<file path="config.mk">
export PLATFORM = sky130hd
export DESIGN_NAME = wls_ram
export DESIGN_NICKNAME = d
export VERILOG_FILES = /design/src/rtl/wls_ram.sv
export SDC_FILE = /design/constraint.sdc
export NUM_CORES = 2
export LEC_CHECK = 0
export ABC_AREA = 1
export BUFFER_PORTS_ARGS = -buffer_cell sky130_fd_sc_hd__buf_2
export CELL_PAD_IN_SITES_DETAIL_PLACEMENT = 1
export CELL_PAD_IN_SITES_GLOBAL_PLACEMENT = 1
export CORE_MARGIN = 4
export CORE_UTILIZATION = 49
export CTS_BUF_LIST = sky130_fd_sc_hd__clkbuf_8
export CTS_CLUSTER_DIAMETER = 30
export DETAILED_ROUTE_END_ITERATION = 10
export PLACE_DENSITY_LB_ADDON = 0.1
export SYNTH_ARGS = -nofsm -noshare
export SYNTH_HDL_FRONTEND = slang
export SYNTH_SLANG_ARGS = --single-unit
export TNS_END_PERCENT = 50
</file>
<file path="constraint.sdc">
create_clock -name clk -period 2.32 [get_ports clk]
set_input_delay 0.116 -clock clk [delete_from_list [all_inputs] [get_ports clk]]
set_output_delay 0.116 -clock clk [all_outputs]
set_load 0.05 [all_outputs]
</file>
<file path="src/rtl/wls_ram.sv">
// Generic single-write, single-read RAM with a registered read port.
// Used for every copy of the two layer banks. No package dependency.
module wls_ram #(
  parameter int WIDTH = 32,
  parameter int DEPTH = 65,
  localparam int ADDR_W = $clog2(DEPTH)
) (
  input  logic              clk,
  input  logic              wr_en,
  input  logic [ADDR_W-1:0] wr_addr,
  input  logic [WIDTH-1:0]  wr_data,
  input  logic              rd_en,
  input  logic [ADDR_W-1:0] rd_addr,
  output logic [WIDTH-1:0]  rd_data
);

  logic [WIDTH-1:0] mem [DEPTH];

  // Write port.
  always_ff @(posedge clk) begin
    if (wr_en) begin
      mem[wr_addr] <= wr_data;
    end
  end

  // Registered read; the output holds while the read is not enabled.
  always_ff @(posedge clk) begin
    if (rd_en) begin
      rd_data <= mem[rd_addr];
    end
  end

endmodule

</file>
==> out/metrics.cfg <==
[pwr]
vdd_drop_max_mv = 0.689
finalPower_mw = 91.4
p_seq_frac = 0.463
power_density_mw_per_mm2 = 901
clkPwrFrac = 0.477
p_leak_nw = 36.5
p_int_mw = 70.1
comb_power_share = 0.061
sw_frac_of_total = 0.234
p_sw_mw = 21.4

[critical_path]
max_stage_delay_ns = 0.56
crit_type = reg2reg
crit_fanout = 1
arrival_ns = 3.02
cp-start-kind = flip-flop
cp.required_ns = 3.13
cp-endpoint = rd_data[16]$_DFFE_PP_
reg2reg_slack_ns = 0.11
cp_cell_sequence = nand2_1 -> nand3_1 -> nand3_1 -> nand3_1 -> nand3_2 -> nand3_2 -> nand3_1 -> nand2_1 -> dlygate4sd3_1
cp_top_family = simple AND/OR/NAND/NOR gates
cpMaxStageDelayCell = dlygate4sd3_1
cp-end-kind = flip-flop
r2r_cells = 9
crit_top_cell = nand3_1
reg2reg_from = mem[2][16]$_DFFE_PP_
cp_num_buf_inv = 1
reg2reg_to = rd_data[16]$_DFFE_PP_
worst-path-stages = 9
critPathLaunch = mem[2][16]$_DFFE_PP_

[grt]
grt_max_degree = 89
grt_pass1_vias = 62818
grtUsageTotal = 0.309
antenna_found_initial = 11
grt_remaining_overflow = 0
grt_pass1_wl_um = 411000

[synthesis]
synth_top_family_by_area = simple AND/OR/NAND/NOR gates
synth-adder-area-share = 0
ys_warn_count = 0
yosys.area_share.simple = 0.218
ys_seq_elements = 2112
synth_edf_count = 2112
synthCells = 6809
synth_most_common_cell = nand2_1
yosys-top-cells-area = edfxtp_1 (75%), nand3_1 (12%), nand2_1 (9.5%)
ys.flop_type = edfxtp_1
synth_compound_area_frac = 0
synth_xor_area_frac = 0
syn_area_mm2 = 0.0843
syn_avg_cell_area_um2 = 12.4
synthesis.nets = 6858
ys_types = 15
synth_mux_area_frac = 0
synth_common_cells = nand2_1 (2,123), edfxtp_1 (2,112), nand3_1 (2,021)
synth_top_area_frac = 0.752
yosysTopAreaCell = edfxtp_1
synth-async-reset-ratio = 0
seq_area_frac_synth = 0.752

[placed_design]
gp_congestion = 0.811
dp_slack_ns = 0.0423
dp.cells = 9160
portBuffers = 80
hpwlAfterDp_um = 158000

[die]
die_h_um = 423
die_w_um = 423
start_util = 0.495
coreArea_mm2 = 0.170
rows = 151
dieArea_mm2 = 0.179
ios = 81

[sta]
min_period_ns = 2.21
setup_slack_ns = 0.106
fmax_mhz = 452
worst_pin_slew_ns = 0.909
clock_skew_ns = 0.0551
final-setup-viol-count = 0
finalSetupTns_ns = 0
timing.final.crit_share = 0.954
hold_viol_final = 0
final_max_slew_viol_count = 0
rsz0062_at_grt = no
slew_headroom = 0.394

[job]
cap_violations = 0

[clock_tree]
cts_tree = built
cts_inserted_buffers = 465
cts_root_buffer = clkbuf_8
clock-sinks = 2112
clock_latency_ns = 1.08
htreeDepth = 5
cts_setup_buffers = 0
clock_path_buffers = 4
clk_pin_slew_ns = 0.06

[drt]
routed_wl_um = 278000
firstDrtPassIters = 6
vias_per_cell = 5.93
drc = 0
routed-via-count = 59659
drtIter0Drc = 6461
ant_nets = 0
post_drt_wl_per_cell_um = 27.6

[finish]
syn_to_final_growth_pct = 20.3
nets = 7435
utilization = 0.596
drive_gt1_frac = 0.162
instances_no_fill = 10057

[hold_path]
hp-class = in2reg

[status]
status = finished, final reports clean

## flip-flops by register name, summed over array words and instances (netlist names)
| register | cells |
|---|---|
| mem | 2080 |
| rd_data | 32 |
## power groups by stage
| stage | Sequential (mW) | Clock, mW | Combinational, mW |
|---|---|---|---|
| floorplan | 43.2 | 0 | 2.52 |
| global placement | 43.1 | 0 | 5.21 |
| detailed placement | 43.1 | 0 | 5.36 |
| CTS | 42.3 | 44.1 | 5.48 |
| global route | 42.3 | 46.2 | 5.93 |
| finish | 42.3 | 43.6 | 5.54 |
## logic make-up after synthesis
kind of cell,Yosys count
buffers and inverters,474
DFF,2112
and+or+nand+nor,4223
## repair_timing
item	in CTS	in global routing
hold endpoints to repair	3631	0
resized for setup	0	4
hold buffers	54	0
setup endpoints to repair	0	1
## final cells by class
cell class	count	area [um^2]
antenna	6	15.0
clock buffer	473	6510
clock inverter	364	3380
fill	16910	68800
inverter	21	116
multi-input combinational	4223	18900
sequential	2112	63400
tap	2295	2870
timing repair buffer	563	6230
## per-stage QoR
stage | area [um^2] | hold WS (ns)
final | 101000 | 0.0808
after global routing | 101000 | 0.0341
after CTS | 101000 | 0.00350
after detailed placement | 91000 | 0.513
after global placement | 91000 | 0.502
after floorplan | 84300 | 0.215
## layer usage
| metal | up-vias | track usage | share of wire |
|---|---|---|---|
| met5 | - | 0 | 0.000047 |
| met4 | 2 | 0.111 | 0.033 |
| met3 | 592 | 0.0452 | 0.067 |
| met2 | 2512 | 0.519 | 0.49 |
| met1 | 30834 | 0.412 | 0.41 |
| li1 | 25719 | - | - |
## layout by cell type, fill, tap and decap left out, types with 8 or more instances in the layout
cell	n
bufinv_16	65
buf_4	268
clkinvlp_4	30
clkinv_4	10
nor2_4	65
dlygate4sd3_1	54
buf_12	162
nor3_1	8
nand3_1	2017
clkinv_1	95
buf_2	75
inv_1	86
clkinv_2	89
nand2_1	2123
clkbuf_8	473
edfxtp_1	2112
## worst min path at each step
stage	startpoint	cells after the start	end	slack [ns]
finish	wr_data[12]	2	mem[44][12]$_DFFE_PP_	0.08
global placement	mem[64][27]$_DFFE_PP_	2	rd_data[27]$_DFFE_PP_	0.50
floorplan	wr_data[0]	0	mem[0][0]$_DFFE_PP_	0.21
global route	wr_data[12]	2	mem[44][12]$_DFFE_PP_	0.03
CTS	rd_addr[2]	8	rd_data[14]$_DFFE_PP_	0.003
detailed placement	mem[64][23]$_DFFE_PP_	2	rd_data[23]$_DFFE_PP_	0.51
(Power assumes the default switching activity.)
