### src/rtl/wls_pkg.sv
// Shared types and constants for the wave equation leapfrog stencil unit.
// Holds the transaction payload structs, action codes and datapath widths.
// No dependencies; all other files but wls_ram refer to it by scoped name.
package wls_pkg;

  // Largest grid: the nodes run 0 to MAX_INTERVALS.
  localparam int MAX_INTERVALS = 64;

  // Field and datapath widths.
  localparam int WORD_W     = 32;
  localparam int CFG_W      = 17;
  localparam int CFG_M_W    = 7;
  localparam int NODE_IDX_W = 7;
  localparam int CFG_IDX_W  = 2;
  localparam int FRAC_W     = 16;
  localparam int ACC_W      = 54;

  // Pipeline shape: two banks, three read taps per bank, four work stages.
  localparam int BANKS  = 2;
  localparam int TAPS   = 3;
  localparam int STAGES = 4;

  localparam int TAP_DN  = 0;
  localparam int TAP_MID = 1;
  localparam int TAP_UP  = 2;

  // Configuration register indexes.
  localparam logic [CFG_IDX_W-1:0] CFG_COURANT_SQ = 2'd0;
  localparam logic [CFG_IDX_W-1:0] CFG_TAU_SQ     = 2'd1;
  localparam logic [CFG_IDX_W-1:0] CFG_INTERVALS  = 2'd2;

  // Configuration reset values.
  localparam logic [CFG_W-1:0]   COURANT_SQ_RST = 17'd65536;
  localparam logic [CFG_W-1:0]   TAU_SQ_RST     = 17'd655;
  localparam logic [CFG_M_W-1:0] INTERVALS_RST  = 7'd10;

  // Half of one Q8.24 step in the Q.40 accumulator, for round to nearest.
  localparam logic signed [ACC_W-1:0] ROUND_HALF = 54'sh8000;

  typedef logic signed [WORD_W-1:0] word_t;

  typedef enum logic [1:0] {
    ACT_LOAD_PREV = 2'd0,
    ACT_LOAD_CUR  = 2'd1,
    ACT_ADVANCE   = 2'd2,
    ACT_NONE      = 2'd3
  } action_t;

  typedef struct packed {
    action_t action;
    word_t   node_value;
    word_t   forcing;
  } in_item_t;

  typedef struct packed {
    logic [NODE_IDX_W-1:0] node_index;
    word_t                 new_value;
    logic                  last_of_layer;
  } out_item_t;

  // Register load strobes for the four work stages of the arithmetic.
  typedef struct packed {
    logic s1;
    logic s2;
    logic s3;
    logic s4;
  } stage_load_t;

  // Per-transaction control handed to the arithmetic at entry.
  typedef struct packed {
    logic compute;
    logic cur_sel;
  } entry_t;

endpackage

### src/rtl/wls_pipe.sv
// Pipeline control: node counter, bank select, stage valid bits, read-after-write
// interlock, bank read and write addressing, and the output register.
// Depends on wls_pkg for the action codes, payload structs and stage strobes.
module wls_pipe #(
  localparam int NODE_W = $clog2(wls_pkg::MAX_INTERVALS + 1)
) (
  input  logic                              clk,
  input  logic                              rst,
  input  logic                              in_valid,
  output logic                              in_ready,
  input  wls_pkg::action_t                  action,
  input  logic [wls_pkg::CFG_M_W-1:0]       intervals_in_use,
  output wls_pkg::stage_load_t              load,
  output wls_pkg::entry_t                   entry,
  output logic                              rd_en,
  output logic [wls_pkg::TAPS-1:0][NODE_W-1:0] rd_addr,
  output logic                              wr_en,
  output logic                              wr_bank,
  output logic [NODE_W-1:0]                 wr_addr,
  input  wls_pkg::word_t                    result,
  output logic                              out_valid,
  input  logic                              out_ready,
  output wls_pkg::out_item_t                out_item
);

  localparam int ST = wls_pkg::STAGES;

  logic [NODE_W-1:0] node_counter;
  logic              bank_select;

  logic [NODE_W-1:0] m_eff, p, p_next, tap_dn, tap_up;
  logic              last, interior, reads, enter, hazard, ready_first, out_free;
  logic              cur_phys, prev_phys, tgt_bank;

  logic [ST-1:0]             valid, adv_q, last_q, bank_q, mv, hit;
  logic [ST-1:0][NODE_W-1:0] addr_q;

  // Clamp the interval count to the supported range.
  always_comb begin
    if (intervals_in_use < 2) begin
      m_eff = NODE_W'(2);
    end else if (int'(intervals_in_use) > wls_pkg::MAX_INTERVALS) begin
      m_eff = NODE_W'(wls_pkg::MAX_INTERVALS);
    end else begin
      m_eff = NODE_W'(intervals_in_use);
    end
  end

  // Node addressed by the incoming transaction and its neighbors.
  always_comb begin
    p        = (node_counter > m_eff) ? '0 : node_counter;
    last     = (p == m_eff);
    p_next   = last ? '0 : p + NODE_W'(1);
    interior = (p != '0) && !last;
    tap_dn   = (p == '0) ? p : p - NODE_W'(1);
    tap_up   = last ? p : p + NODE_W'(1);
  end

  // Bank 0 holds the previous layer while bank_select is low.
  assign prev_phys = bank_select;
  assign cur_phys  = ~bank_select;

  always_comb begin
    case (action)
      wls_pkg::ACT_LOAD_CUR: tgt_bank = cur_phys;
      default:               tgt_bank = prev_phys;
    endcase
  end

  // Stage movement, from the output register back to the first stage.
  always_comb begin
    out_free   = !out_valid || out_ready;
    mv[ST-1]   = valid[ST-1] && (!adv_q[ST-1] || out_free);
    for (int k = ST - 2; k >= 0; k--) begin
      mv[k] = valid[k] && (!valid[k+1] || mv[k+1]);
    end
    ready_first = !valid[0] || mv[0];
  end

  // An interior advance waits while any bank word it reads is still to be written.
  always_comb begin
    reads = (action == wls_pkg::ACT_ADVANCE) && interior;
    for (int k = 0; k < ST; k++) begin
      hit[k] = valid[k] &&
               (((bank_q[k] == cur_phys) &&
                 ((addr_q[k] == tap_dn) || (addr_q[k] == p) || (addr_q[k] == tap_up))) ||
                ((bank_q[k] == prev_phys) && (addr_q[k] == p)));
    end
    hazard = reads && (|hit);
  end

  assign in_ready = ready_first && !hazard;
  assign enter    = in_valid && in_ready && (action != wls_pkg::ACT_NONE);

  // Bank reads are issued as a transaction enters.
  assign rd_en                    = enter;
  assign rd_addr[wls_pkg::TAP_DN]  = tap_dn;
  assign rd_addr[wls_pkg::TAP_MID] = p;
  assign rd_addr[wls_pkg::TAP_UP]  = tap_up;

  assign entry.compute = reads;
  assign entry.cur_sel = cur_phys;

  assign load.s1 = enter;
  assign load.s2 = mv[0];
  assign load.s3 = mv[1];
  assign load.s4 = mv[2];

  // Every transaction writes its bank word as it leaves the last stage.
  assign wr_en   = mv[ST-1];
  assign wr_bank = bank_q[ST-1];
  assign wr_addr = addr_q[ST-1];

  // Control state.
  always_ff @(posedge clk) begin
    if (rst) begin
      node_counter <= '0;
      bank_select  <= 1'b0;
      valid        <= '0;
      out_valid    <= 1'b0;
    end else begin
      if (enter) begin
        node_counter <= p_next;
        if ((action == wls_pkg::ACT_ADVANCE) && last) begin
          bank_select <= ~bank_select;
        end
      end
      valid[0] <= enter || (valid[0] && !mv[0]);
      for (int k = 1; k < ST; k++) begin
        valid[k] <= mv[k-1] || (valid[k] && !mv[k]);
      end
      if (mv[ST-1] && adv_q[ST-1]) begin
        out_valid <= 1'b1;
      end else if (out_ready) begin
        out_valid <= 1'b0;
      end
    end
  end

  // Stage payload and the output register.
  always_ff @(posedge clk) begin
    if (enter) begin
      bank_q[0] <= tgt_bank;
      addr_q[0] <= p;
      adv_q[0]  <= (action == wls_pkg::ACT_ADVANCE);
      last_q[0] <= last;
    end
    for (int k = 1; k < ST; k++) begin
      if (mv[k-1]) begin
        bank_q[k] <= bank_q[k-1];
        addr_q[k] <= addr_q[k-1];
        adv_q[k]  <= adv_q[k-1];
        last_q[k] <= last_q[k-1];
      end
    end
    if (mv[ST-1] && adv_q[ST-1]) begin
      out_item.node_index    <= wls_pkg::NODE_IDX_W'(addr_q[ST-1]);
      out_item.new_value     <= result;
      out_item.last_of_layer <= last_q[ST-1];
    end
  end

endmodule

### config.mk
export PLATFORM = sky130hd
export DESIGN_NAME = wls_pipe
export DESIGN_NICKNAME = d
export VERILOG_FILES = /design/src/rtl/wls_pkg.sv /design/src/rtl/wls_pipe.sv
export SDC_FILE = /design/constraint.sdc
export NUM_CORES = 1
export LEC_CHECK = 0
export BUFFER_PORTS_ARGS = -buffer_cell sky130_fd_sc_hd__buf_2
export CORE_UTILIZATION = 50
export DETAILED_ROUTE_END_ITERATION = 6
export PLACE_DENSITY = 0.82
export SLEW_MARGIN = 20
export SYNTH_ARGS = -nofsm -noshare
export SYNTH_HDL_FRONTEND = slang
export SYNTH_SLANG_ARGS = --single-unit
### constraint.sdc
create_clock -name clk -period 10.9 [get_ports clk]
set_input_delay 2.18 -clock clk [delete_from_list [all_inputs] [get_ports clk]]
set_output_delay 2.18 -clock clk [all_outputs]
set_load 0.03 [all_outputs]
==> out/qor.yml <==
drtIter0Drc: 767
totalWireLength_mm: 21.8
path_max_fanout: 24
ios: 124
synth_top_area_share_pct: 38.2
tightest_slew_ns: 0.882
slowest_stage: "or4b_2"
cts_hold_buffers: 0
setup_violations: 0
insertion_delay_ns: 0.36
netlist_area_sq_um: 6280
cp_cell_sequence: "buf_2, or4_1, o211ai_1, inv_1, ha_1, and3_1, nand2_1, o21ai_4, nand2_1, ha_1, and4_1, a211oi_1, or4b_2, xor2_1, a21oi_1, o2111a_1, nor4_1, o311ai_1, or4_1, nand2_1, nand2b_2, inv_2, buf_2"
cts.htree.levels: 3
post-cts-setup-buffer-count: 0
period_share_pct: 93.7
overflow: 0
final_core_util_pct: 59.8
cts-resized-gates: 0
numCtsBuffers: 9
drc_errors: 0
portBuffers: 123
synthDistinctLibCells: 82
fillerInstances: 1065
hold_slack_ns: 0.420
critPathLaunchType: "input port"
yosys.area.top_type: "edfxtp_1"
synthTopCellsByCount: "80 x edfxtp_1, 49 x nor2_1, 40 x nand2_1"
clkTransAtPathRegs_ns: 0.08
synthToLayoutAreaGrowth_pct: 15.2
grt_max_degree: 42
cp.arrival_ns: 8.04
drtPass1Iterations: 6
async_reset_ff_share_pct: 0
synth_cells: 662
multi_input_area_sq_um: 3200
vias: 5937
synth_edf_count: 80
outcome: "complete, no violations"
synth-seq-cells: 93
hpwl_mm: 16.0
ff_latch_area_sq_um: 2660
dieArea_sq_um: 13000
dieHeight_microns: 114
synth_ff_type: "edfxtp_1"
core_sq_um: 12100
clockBufferDepth: 2
required_ns: 8.72
end_kind: "primary output"
grt_usage_pct: 33.6
grt_antenna_before_repair: 0
fp.dieW_microns: 114
yosysMostFrequentCell: "edfxtp_1"
syn-num-nets: 718
synth.yosys.seq_area_share_pct: 42.4
initial_core_util_pct: 51.9
yosys_warnings: 0
finalHoldViolCount: 0
min_path_type: "reg2reg"
finalMaxSlewViolations: 0
cp_top_family: "simple AND/OR/NAND/NOR gates"
detail_route.vias_per_cell: 6.44
n_antenna_cell: 0
clkSinkCount: 93
cp.buffers_inverters: 4
finalSetupTns_ns: 0
slowest_delay_ns: 0.79
p_leak_nw: 2.84
grt_pass1_wl_mm: 32.3
max_freq_ghz: 0.0979
vdd_drop_max_mv: 0.0633
fin_crit_ns: 10.22
p_per_area_nw_per_um2: 125
antenna_left: 0
nNetsFinal: 805
relSlewSlack_pct: 41.2
criticalPathCategory: "in2out"
cts_tree: "done"
cap_violations: 0
root_buffer: "clkbuf_16"
grt_setup_unrepaired: "false"
drt-wirelength-per-cell_microns: 23.7
synth_area_leaders: "edfxtp_1 38%, xnor2_1 5.0%, dfxtp_1 4.1%"
skew_ns: 0.0109
routabilityCongestion: 0.992
drive_gt1_share_pct: 24.0
avgSynthCellArea_sq_um: 9.49
grt_pass1_vias: 5503
worst_path_most_repeated_cell: "nand2_1"
rows: 40
==> cell usage in the layout (no fill, tap or decap), types with 9 or more instances in the layout <==
cell type	n
buf_2	123
buf_4	17
a211oi_1	10
nor2_1	49
xor2_1	24
inv_1	25
ha_1	11
o211ai_1	12
clkbuf_16	9
a21oi_1	37
dfxtp_1	13
xnor2_1	36
and3_1	11
a31oi_1	12
nand4_1	9
edfxtp_1	80
nor3_1	17
nand2_1	40
o21ai_0	28
nor2b_1	10
nand3_1	16
nor4_1	17
==> final cells by class <==
class,instances,share of cell area [%]
Clock buffer,9,3.11
Timing Repair Buffer,140,10.3
Tap cell,168,2.90
Multi-Input combinational cell,475,44.2
Inverter,30,1.55
Clock inverter,7,1.23
Sequential cell,93,36.8
==> report_power, final <==
group | switching (mW) | internal [mW]
Combinational | 0.111 | 0.0621
Sequential | 0.0144 | 0.393
Clock | 0.157 | 0.165
Total | 0.282 | 0.620
==> worst paths after layout <==
kind                  startpoint               to  slack (ns)  cells after the start
min                    last_q[3]      out_item[0]        0.42                      0
min reg2reg            last_q[3]      out_item[0]        0.42                      0
max          intervals_in_use[5]            rd_en        0.68                     23
max reg2reg      node_counter[0]  node_counter[6]        4.42                     22
==> layer usage <==
metal | share of wire [%] | global-route usage (%) | wire length, microns | vias to the layer above
met5 | 0 | 0 | 0 | -
met4 | 4.1 | 15.0 | 890 | 0
met3 | 10 | 7.04 | 2220 | 63
met2 | 45 | 54.2 | 9900 | 410
met1 | 40 | 43.5 | 8810 | 2823
li1 | - | - | - | 2641
==> registers in the layout, indices dropped and copies added, names as in the netlist <==
name / count
wr_addr: 7
addr_q: 21
last_q: 4
node_counter: 7
out_valid: 1
adv_q: 4
bank_q: 4
valid: 4
out_item: 40
bank_select: 1
==> worst register-to-register path: cells and delay by family (launching register included) <==
family / cells / cell delay (ns)
simple gates: 9 / 3.09
compound gates: 7 / 1.20
buf+inv: 3 / 0.68
flops: 1 / 0.66
fa+ha+maj: 2 / 0.57
xor+xnor: 1 / 0.18
==> cell families after synthesis <==
group / synth area share (%)
AO/OA/AOI/OAI: 19.0
XOR/XNOR: 8.98
adder cells (fa/ha/maj): 2.19
buffers and inverters: 6.75
flip-flops: 42.4
multiplexers: 1.63
AND/OR/NAND/NOR: 19.1
==> through the flow <==
step / std cells / setup slack [ns] / total power [mW] / cell area, sq um
after floorplan: 662 / 1.46 / 0.533 / 6280
after global placement: 906 / 0.935 / 0.581 / 6930
after detailed placement: 906 / 0.769 / 0.584 / 6930
after CTS: 922 / 0.763 / 0.900 / 7240
after global routing: 922 / 0.404 / 0.930 / 7240
final: 922 / 0.685 / 0.902 / 7240
(Power assumes the default switching activity.)
